--- src/wsdf_pkg.sv ---
// Shared types and constants for the WebSocket frame deframer.
package wsdf_pkg;

   localparam int LENGTH_BITS_DEF = 64;
   localparam int RSP_LEN_W       = 64;
   localparam int QDEPTH          = 4;
   localparam int QIDX_W          = $clog2(QDEPTH);
   localparam int QCNT_W          = $clog2(QDEPTH + 1);

   localparam logic [1:0] KIND_PAYLOAD = 2'd0;
   localparam logic [1:0] KIND_DONE    = 2'd1;
   localparam logic [1:0] KIND_TRUNC   = 2'd2;

   localparam logic [6:0] LEN_CODE16 = 7'd126;
   localparam logic [6:0] LEN_CODE64 = 7'd127;
   localparam logic [2:0] EXT16_BYTES = 3'd2;
   // eight bytes, held modulo 8
   localparam logic [2:0] EXT64_BYTES = 3'd0;

   typedef enum logic [2:0] {
      PH_HDR0,
      PH_HDR1,
      PH_EXT,
      PH_KEY,
      PH_PAYLOAD,
      PH_DISCARD
   } wsdf_phase_type;

   typedef struct packed {
      logic [7:0] in_byte;
      logic       buffer_last;
   } wsdf_req_type;

   typedef struct packed {
      logic [1:0]           kind;
      logic [7:0]           payload_byte;
      logic                 fin_bit;
      logic [2:0]           rsv_bits;
      logic [3:0]           opcode;
      logic                 mask_bit;
      logic [RSP_LEN_W-1:0] payload_length;
      logic [RSP_LEN_W-1:0] frame_bytes;
   } wsdf_rsp_type;

endpackage

--- src/websocket_frame_deframer.sv ---
// WebSocket frame deframer: header parse, payload unmask, result queue.
// Results pass through the registered result queue before they appear on rsp.
// Throughput: one byte per cycle while req_stall is low; a byte yields at most two result beats.
// req_stall rises while three or more result beats wait in the 4-entry queue.
// Reset (synchronous, active high) restarts parsing at a frame start and empties the queue.
module websocket_frame_deframer #(
   parameter int LENGTH_BITS = wsdf_pkg::LENGTH_BITS_DEF
) (
   input  logic                   clock,
   input  logic                   reset,
   input  logic                   req_valid,
   output logic                   req_stall,
   input  wsdf_pkg::wsdf_req_type req_data,
   output logic                   rsp_valid,
   input  logic                   rsp_stall,
   output wsdf_pkg::wsdf_rsp_type rsp_data
);

   localparam int QD = wsdf_pkg::QDEPTH;
   localparam int CW = wsdf_pkg::QCNT_W;
   localparam int LW = wsdf_pkg::RSP_LEN_W;

   wsdf_pkg::wsdf_phase_type phase_ff, phase_in;
   logic [7:0]             fhb_ff, fhb_in;
   logic                   masked_ff, masked_in;
   logic [LENGTH_BITS-1:0] len_ff, len_in;
   logic [2:0]             ext_ff, ext_in;
   logic [31:0]            key_ff, key_in;
   logic [1:0]             kidx_ff, kidx_in;
   logic [3:0]             hbc_ff, hbc_in;
   logic [LENGTH_BITS-1:0] rem_ff, rem_in;

   wsdf_pkg::wsdf_rsp_type q_ff [QD];
   wsdf_pkg::wsdf_rsp_type q_in [QD];
   logic [CW-1:0]          cnt_ff, cnt_in;

   logic       accept, pop;
   logic [7:0] b;
   logic [7:0] kbyte;
   logic [7:0] pay_byte;
   logic       pay_ev, done_ev, trunc_ev, len_done, hdr_done;
   logic [LW:0]   total;
   logic [LW-1:0] frame_total;
   wsdf_pkg::wsdf_rsp_type r_pay, r_done, r_trunc, push_a, push_b;
   logic [1:0]    n_push;
   logic [CW-1:0] base;

   assign accept    = req_valid && !req_stall;
   assign pop       = rsp_valid && !rsp_stall;
   assign req_stall = cnt_ff >= CW'(QD - 1);
   assign rsp_valid = cnt_ff != '0;
   assign rsp_data  = q_ff[0];
   assign b         = req_data.in_byte;

   always_comb begin
      unique case (kidx_ff)
         2'd0: kbyte = key_ff[31:24];
         2'd1: kbyte = key_ff[23:16];
         2'd2: kbyte = key_ff[15:8];
         2'd3: kbyte = key_ff[7:0];
      endcase
   end

   // parser next state
   always_comb begin
      phase_in  = phase_ff;
      fhb_in    = fhb_ff;
      masked_in = masked_ff;
      len_in    = len_ff;
      ext_in    = ext_ff;
      key_in    = key_ff;
      kidx_in   = kidx_ff;
      hbc_in    = hbc_ff;
      rem_in    = rem_ff;
      pay_ev    = 1'b0;
      done_ev   = 1'b0;
      trunc_ev  = 1'b0;
      len_done  = 1'b0;
      hdr_done  = 1'b0;
      pay_byte  = 8'h00;
      if (accept) begin
         unique case (phase_ff)
            wsdf_pkg::PH_HDR0: begin
               fhb_in    = b;
               masked_in = 1'b0;
               len_in    = '0;
               ext_in    = 3'd0;
               key_in    = 32'h0;
               kidx_in   = 2'd0;
               rem_in    = '0;
               hbc_in    = 4'd1;
               phase_in  = wsdf_pkg::PH_HDR1;
            end
            wsdf_pkg::PH_HDR1: begin
               masked_in = b[7];
               hbc_in    = 4'd2;
               if (b[6:0] == wsdf_pkg::LEN_CODE16) begin
                  ext_in   = wsdf_pkg::EXT16_BYTES;
                  phase_in = wsdf_pkg::PH_EXT;
               end else if (b[6:0] == wsdf_pkg::LEN_CODE64) begin
                  ext_in   = wsdf_pkg::EXT64_BYTES;
                  phase_in = wsdf_pkg::PH_EXT;
               end else begin
                  len_in   = LENGTH_BITS'(b[6:0]);
                  len_done = 1'b1;
               end
            end
            wsdf_pkg::PH_EXT: begin
               hbc_in = hbc_ff + 4'd1;
               if (len_ff[LENGTH_BITS-1 -: 8] != 8'h00) begin
                  len_in = '1;
               end else begin
                  len_in = {len_ff[LENGTH_BITS-9:0], b};
               end
               ext_in = ext_ff - 3'd1;
               if (ext_ff == 3'd1) begin
                  len_done = 1'b1;
               end
            end
            wsdf_pkg::PH_KEY: begin
               hbc_in  = hbc_ff + 4'd1;
               key_in  = {key_ff[23:0], b};
               kidx_in = kidx_ff + 2'd1;
               if (kidx_ff == 2'd3) begin
                  hdr_done = 1'b1;
               end
            end
            wsdf_pkg::PH_PAYLOAD: begin
               pay_ev   = 1'b1;
               pay_byte = masked_ff ? (b ^ kbyte) : b;
               kidx_in  = kidx_ff + 2'd1;
               rem_in   = rem_ff - LENGTH_BITS'(1);
               if (rem_ff == LENGTH_BITS'(1)) begin
                  done_ev = 1'b1;
               end
            end
            wsdf_pkg::PH_DISCARD: begin
               phase_in = wsdf_pkg::PH_DISCARD;
            end
            default: begin
               phase_in = wsdf_pkg::PH_DISCARD;
            end
         endcase
         if (len_done) begin
            if (masked_in) begin
               kidx_in  = 2'd0;
               phase_in = wsdf_pkg::PH_KEY;
            end else begin
               hdr_done = 1'b1;
            end
         end
         if (hdr_done) begin
            rem_in  = len_in;
            kidx_in = 2'd0;
            if (len_in == '0) begin
               done_ev = 1'b1;
            end else begin
               phase_in = wsdf_pkg::PH_PAYLOAD;
            end
         end
         if (done_ev) begin
            phase_in = wsdf_pkg::PH_DISCARD;
         end
         if (req_data.buffer_last) begin
            trunc_ev = phase_in != wsdf_pkg::PH_DISCARD;
            phase_in = wsdf_pkg::PH_HDR0;
         end
      end
   end

   // result beats
   always_comb begin
      total       = {1'b0, LW'(len_in)} + (LW + 1)'(hbc_in);
      frame_total = total[LW] ? '1 : total[LW-1:0];

      r_pay.kind           = wsdf_pkg::KIND_PAYLOAD;
      r_pay.payload_byte   = pay_byte;
      r_pay.fin_bit        = fhb_in[7];
      r_pay.rsv_bits       = fhb_in[6:4];
      r_pay.opcode         = fhb_in[3:0];
      r_pay.mask_bit       = masked_in;
      r_pay.payload_length = LW'(len_in);
      r_pay.frame_bytes    = '0;

      r_done              = r_pay;
      r_done.kind         = wsdf_pkg::KIND_DONE;
      r_done.payload_byte = 8'h00;
      r_done.frame_bytes  = frame_total;

      r_trunc              = r_pay;
      r_trunc.kind         = wsdf_pkg::KIND_TRUNC;
      r_trunc.payload_byte = 8'h00;

      push_b = done_ev ? r_done : r_trunc;
      push_a = pay_ev ? r_pay : push_b;
      n_push = {1'b0, pay_ev} + {1'b0, done_ev} + {1'b0, trunc_ev};
   end

   // result queue, head at entry 0
   always_comb begin
      base = cnt_ff - CW'(pop);
      for (int i = 0; i < QD; i++) begin
         if (pop && (i < QD - 1)) begin
            q_in[i] = q_ff[(i + 1) % QD];
         end else begin
            q_in[i] = q_ff[i];
         end
         if ((n_push != 2'd0) && (base == CW'(i))) begin
            q_in[i] = push_a;
         end
         if ((n_push == 2'd2) && (base + CW'(1) == CW'(i))) begin
            q_in[i] = push_b;
         end
      end
      cnt_in = cnt_ff - CW'(pop) + CW'(n_push);
   end

   always_ff @(posedge clock) begin
      if (reset) begin
         phase_ff  <= wsdf_pkg::PH_HDR0;
         fhb_ff    <= 8'h00;
         masked_ff <= 1'b0;
         len_ff    <= '0;
         ext_ff    <= 3'd0;
         key_ff    <= 32'h0;
         kidx_ff   <= 2'd0;
         hbc_ff    <= 4'd0;
         rem_ff    <= '0;
         cnt_ff    <= '0;
      end else begin
         phase_ff  <= phase_in;
         fhb_ff    <= fhb_in;
         masked_ff <= masked_in;
         len_ff    <= len_in;
         ext_ff    <= ext_in;
         key_ff    <= key_in;
         kidx_ff   <= kidx_in;
         hbc_ff    <= hbc_in;
         rem_ff    <= rem_in;
         cnt_ff    <= cnt_in;
      end
   end

   always_ff @(posedge clock) begin
      for (int i = 0; i < QD; i++) begin
         q_ff[i] <= q_in[i];
      end
   end

endmodule

--- config.mk ---
export PLATFORM = sky130hd
export DESIGN_NAME = websocket_frame_deframer
export DESIGN_NICKNAME = d
export VERILOG_FILES = /design/src/wsdf_pkg.sv /design/src/websocket_frame_deframer.sv
export SDC_FILE = /design/constraint.sdc
export NUM_CORES = 2
export LEC_CHECK = 0
export ABC_AREA = 1
export BUFFER_PORTS_ARGS = -buffer_cell sky130_fd_sc_hd__buf_4
export CORE_AREA = 5 5 300 302
export DETAILED_ROUTE_END_ITERATION = 7
export DIE_AREA = 0 0 305 307
export GPL_ROUTABILITY_DRIVEN = 0
export PLACE_DENSITY = 0.74
export SETUP_SLACK_MARGIN = 0.02
export SLEW_MARGIN = 0
export SYNTH_ARGS = -nofsm -noshare
export SYNTH_HDL_FRONTEND = slang
export SYNTH_SLANG_ARGS = --single-unit
export TNS_END_PERCENT = 30
--- constraint.sdc ---
create_clock -name clock -period 7.7 [get_ports clock]
set_input_delay 1.155 -clock clock [delete_from_list [all_inputs] [get_ports clock]]
set_output_delay 1.155 -clock clock [all_outputs]
set_load 0.05 [all_outputs]
# Yosys cells after proc, flatten, opt, wreduce, memory -nomap -nowiden
# Memory sizes are Yosys's and may differ from the RTL's.
# Index checks and enable logic that the tools add are counted.
# word_totals
reg_bits	184
ram_bits	588
in_bits	13
out_inout_bits	149
elab_cells	143
n_memories	1
# classes
addsub	10
order_cmp	1
eq_ne	20
mux	71
n_bitwise	1
n_reduce_logical	29
# memory_table
name	depth	width	read_ports	rd_clocked_by_memory_dff	write_ports	line_no	text
q_ff	4	147	4	0	4	websocket_frame_deframer.sv:33	wsdf_pkg::wsdf_rsp_type q_ff [QD];
# op_table
operator	count
$mux W147	13
$mux W64	7
$pmux W64 S3	1
$pmux W64 S2	1
$add A64 B4 Y65	1
$eq A64 B1 Y1 const B	1
$logic_not A64 Y1	1
$pmux W32 S2	1
$sub A64 B1 Y64 const B	1
$mux W8	5
$mux W3	11
$pmux W8 S4	1
$mux W1	21
$eq A3 B2 Y1 const B	6
$pmux W3 S3	2
$eq A7 B7 Y1 const B	2
$eq A3 B1 Y1 const B	4
$pmux W4 S3	1
$logic_and A1 B1 Y1	10
$logic_not A3 Y1	3
$reduce_bool A3 Y1	3
$reduce_bool A8 Y1	1
$xor A8 B8 Y8	1
$eq A2 B2 Y1 const B	3
23 further kinds	31

# Logic depth before layout (Yosys ltp)
# logic_depth
depth_word	19
depth_mapped	30
mapped_depth_nobuf	27

# Worst setup path after synthesis
# OpenSTA, ideal clock, no wires.
# synth_path
path_kind	input-to-reg
start	input port req_data[2] in the netlist's numbering
end	memory q_ff[2][0] in the netlist's numbering, enable pin
setup_time_ns	0.503
t_arrival_ns	6.882
t_required_ns	7.197
path_slack_ns	0.315
path_stages	23
n_path_buf	2
cell_sequence	inv_1 nor2_1 nand2_1 nand2_2 buf_2 nand3_1 nand2_1 nor2_1 nand2_1 nor2_1 nand2_1 nor2_1 nand3_2 nand2_1 nand2_2 fa_1 nand2_1 nor2_1 inv_1 nor2_1 inv_1 clkbuf_1 nand2_1
# synth_rtl
element	line_no	text
start, declared	websocket_frame_deframer.sv:13	input wsdf_pkg::wsdf_req_type req_data,
end, declared	websocket_frame_deframer.sv:33	

==> reports/results.ini <==
[timing]
period_needed_ps = 6270
finalCritPeriodShare_pct = 81.5
final_hold_viol_count = 0
drv_slew = 0
maxSlewHeadroom_pct = 22.8
clock-skew-final_ps = 30.1
hold_slack_ps = 465
fmax_mhz = 159
setup_viol = 0
rsz0062_at_grt = false
tightest_slew_ps = 1150
timing.setup.tns_ps = 0

[clock_network]
holdBufCountCts = 0
cts_buffers = 79
cts-root-buf = clkbuf_16
cts_buffer_depth = 3
clk_pin_slew_ps = 60
cts_tree = yes
clk-insertion-delay-late_ps = 640
cts_resized = 0
htreeDepth = 3
cts.sinks = 772
post_cts_buffers = 0

[grt]
grt.total_usage_pct = 23.0
grt_use_met3_pct = 4.17
grt_pass1_wl_um = 174000
antenna_found_initial = 1
use_met2_pct = 36.0
top_usage_layer = met2
grtUsageMet1_pct = 31.8
overflow = 0
grt_pass1_vias = 30400
grt_max_degree = 127

[finish]
areaGrowthSynthToFinish_pct = 12.4
drive_gt1_share_pct = 10.4
num-fill-cells = 7970
diodes = 0
num-nets-final = 4836

[hold_path]
hp-class = reg -> reg

[detailed_routing]
wl_per_cell_um = 18.7
drc = 0
viasPerCell = 5.53
dr_total_vias = 33300
drt_iter0_drc = 4431
dr.pass1.iters = 6
drt_wl_total_um = 113000
ant_nets = 0

[floorplan]
die_h_um = 307
num_rows = 109
core_region_area_sq_um = 87400
start_util_pct = 44.4
die_x_um = 305
ios = 162
dieArea_sq_um = 93600

[placement]
io_buffers = 161
dp_hpwl_um = 76700

[synthesis]
synth_edf_count = 556
syn_inst = 4734
async_flop_share_pct = 0
ys_ff_latch = 772
syn-cell-area_sq_um = 38800
synthDistinctLibCells = 50
synth_top_family_by_area = simple AND/OR/NAND/NOR gates
synth-main-ff-cell = edfxtp_1
syn_nets = 4767
synth_compound_area_share_pct = 9.55
synth-simple-area-share_pct = 27.9
synth_top_area_share_pct = 43.0
yosysTopAreaCell = edfxtp_1
synth_xor_area_share_pct = 0.655
ys_seq_area_share_pct = 54.2
synth.most_common_cell = nand2_1
synthAdderAreaFrac_pct = 0.703
synthMuxAreaShare_pct = 0
yosys-top-cells-area = edfxtp_1 43%, nand2_1 12%, dfxtp_1 11%
syn_area_per_cell_sq_um = 8.20
yosysWarnings = 0
synth_common_cells = 1274 x nand2_1, 625 x nor2_1, 556 x edfxtp_1, 433 x nand3_1, 429 x inv_1

[worst_setup_path]
worst-setup-path-type = reg -> reg
cp_max_fo = 81
endpoint_kind = register
required_ps = 7950
arrival_ps = 6530
cp-start-kind = register

[power_and_ir_drop]
leakage_nw = 18.2
power.density_nw_per_um2 = 379
ir_worst_vdd_v = 0.000405

[run]
drv_cap = 0

[outcome]
status = finished clean

stage by stage:
stage | worst slack, ps | total power (W) | instance area [sq um] | util, % | std cells
after floorplan | 315 | 0.0108 | 38800 | - | 4734
after global placement | 1160 | 0.0127 | 41100 | 47.0 | 5887
after detailed placement | 1060 | 0.0128 | 41100 | 47.0 | 5887
after CTS | 1630 | 0.0165 | 43600 | 49.9 | 6030
after global routing | 1160 | 0.0173 | 43600 | 49.9 | 6030
final | 1430 | 0.0165 | 43600 | 49.9 | 6030
layout by cell type, fill, tap and decap left out, types with 25 or more instances in the layout:
| master | instances |
|---|---|
| inv_1 | 428 |
| or2_2 | 40 |
| nand3_1 | 432 |
| clkbuf_16 | 80 |
| nor3_1 | 32 |
| o21ai_1 | 55 |
| nand4_1 | 49 |
| a21oi_1 | 139 |
| edfxtp_1 | 556 |
| nor2_1 | 618 |
| dfxtp_1 | 216 |
| nand2_1 | 1270 |
| a221oi_1 | 26 |
| and2_1 | 25 |
| o22ai_1 | 43 |
| buf_4 | 215 |
| nand2_2 | 36 |
| o21ai_0 | 324 |
critical path: stages, from the launching register on:
cell and delay (ps):
dfxtp_1 320, nor2_1 130, nand2_1 170, nor2_4 790, buf_4 410, nand2_1 100, nand2_1 160, nand2_1 110
nor2_1 210, nand2_1 80, nor2_1 120, nand2_1 70, nor2_1 140, nand3_2 230, nand2_1 140, nand2_2 160
fa_1 610, nand2_1 60, nor2_1 170, inv_1 150, nor2_4 150, inv_1 340, nand2_4 510, buf_12 380
where the power goes:
part / switching (W) / internal, W
Clock: 0.00163 / 0.00213
Sequential: 0.000399 / 0.00608
Combinational: 0.00477 / 0.00153
kinds of logic after synthesis:
| logic type | after synthesis |
|---|---|
| xor+xnor | 29 |
| compound gates | 666 |
| buf+inv | 678 |
| simple gates | 2569 |
| flops | 772 |
| fa+ha+maj | 20 |
flip-flops by register name, indices dropped and copies added, names as in the netlist:
signal and cells:
hbc_ff 4, key_ff 32, masked_ff 1, rem_ff 64
cnt_ff 3, ext_ff 3, len_ff 64, phase_ff 3
q_ff 588, kidx_ff 2, fhb_ff 8
routing by layer:
| layer | vias up | part of all wire, % | wire length [um] |
|---|---|---|---|
| met4 | 2 | 4.7 | 5310 |
| li1 | 15800 | - | - |
| met2 | 1781 | 45 | 50500 |
| met3 | 323 | 9.6 | 10800 |
| met1 | 15400 | 41 | 46100 |
| met5 | - | 0.018 | 20 |
final timing paths:
path	start	to	slack, ps	cells after the start
setup / recovery	len_ff[57]$_SDFF_PP0_	q_ff[1][104]$_DFFE_PP_	1430	23
hold / removal	q_ff[3][144]$_SDFFE_PP0N_	q_ff[3][144]$_SDFFE_PP0N_	460	2
setup reg to reg	len_ff[57]$_SDFF_PP0_	q_ff[1][104]$_DFFE_PP_	1430	23
hold reg to reg	q_ff[3][144]$_SDFFE_PP0N_	q_ff[3][144]$_SDFFE_PP0N_	460	2
area by class of cell:
type | instances | area, sq um | share of cell area [%]
multi-input combinational | 3284 | 15200 | 34.8
inverter | 441 | 1660 | 3.81
timing repair buffer | 225 | 1810 | 4.16
sequential | 772 | 21000 | 48.2
clock buffer | 103 | 2100 | 4.81
clock inverter | 40 | 382 | 0.875
tap | 1165 | 1460 | 3.34
Power figures use the tool's default switching activity.
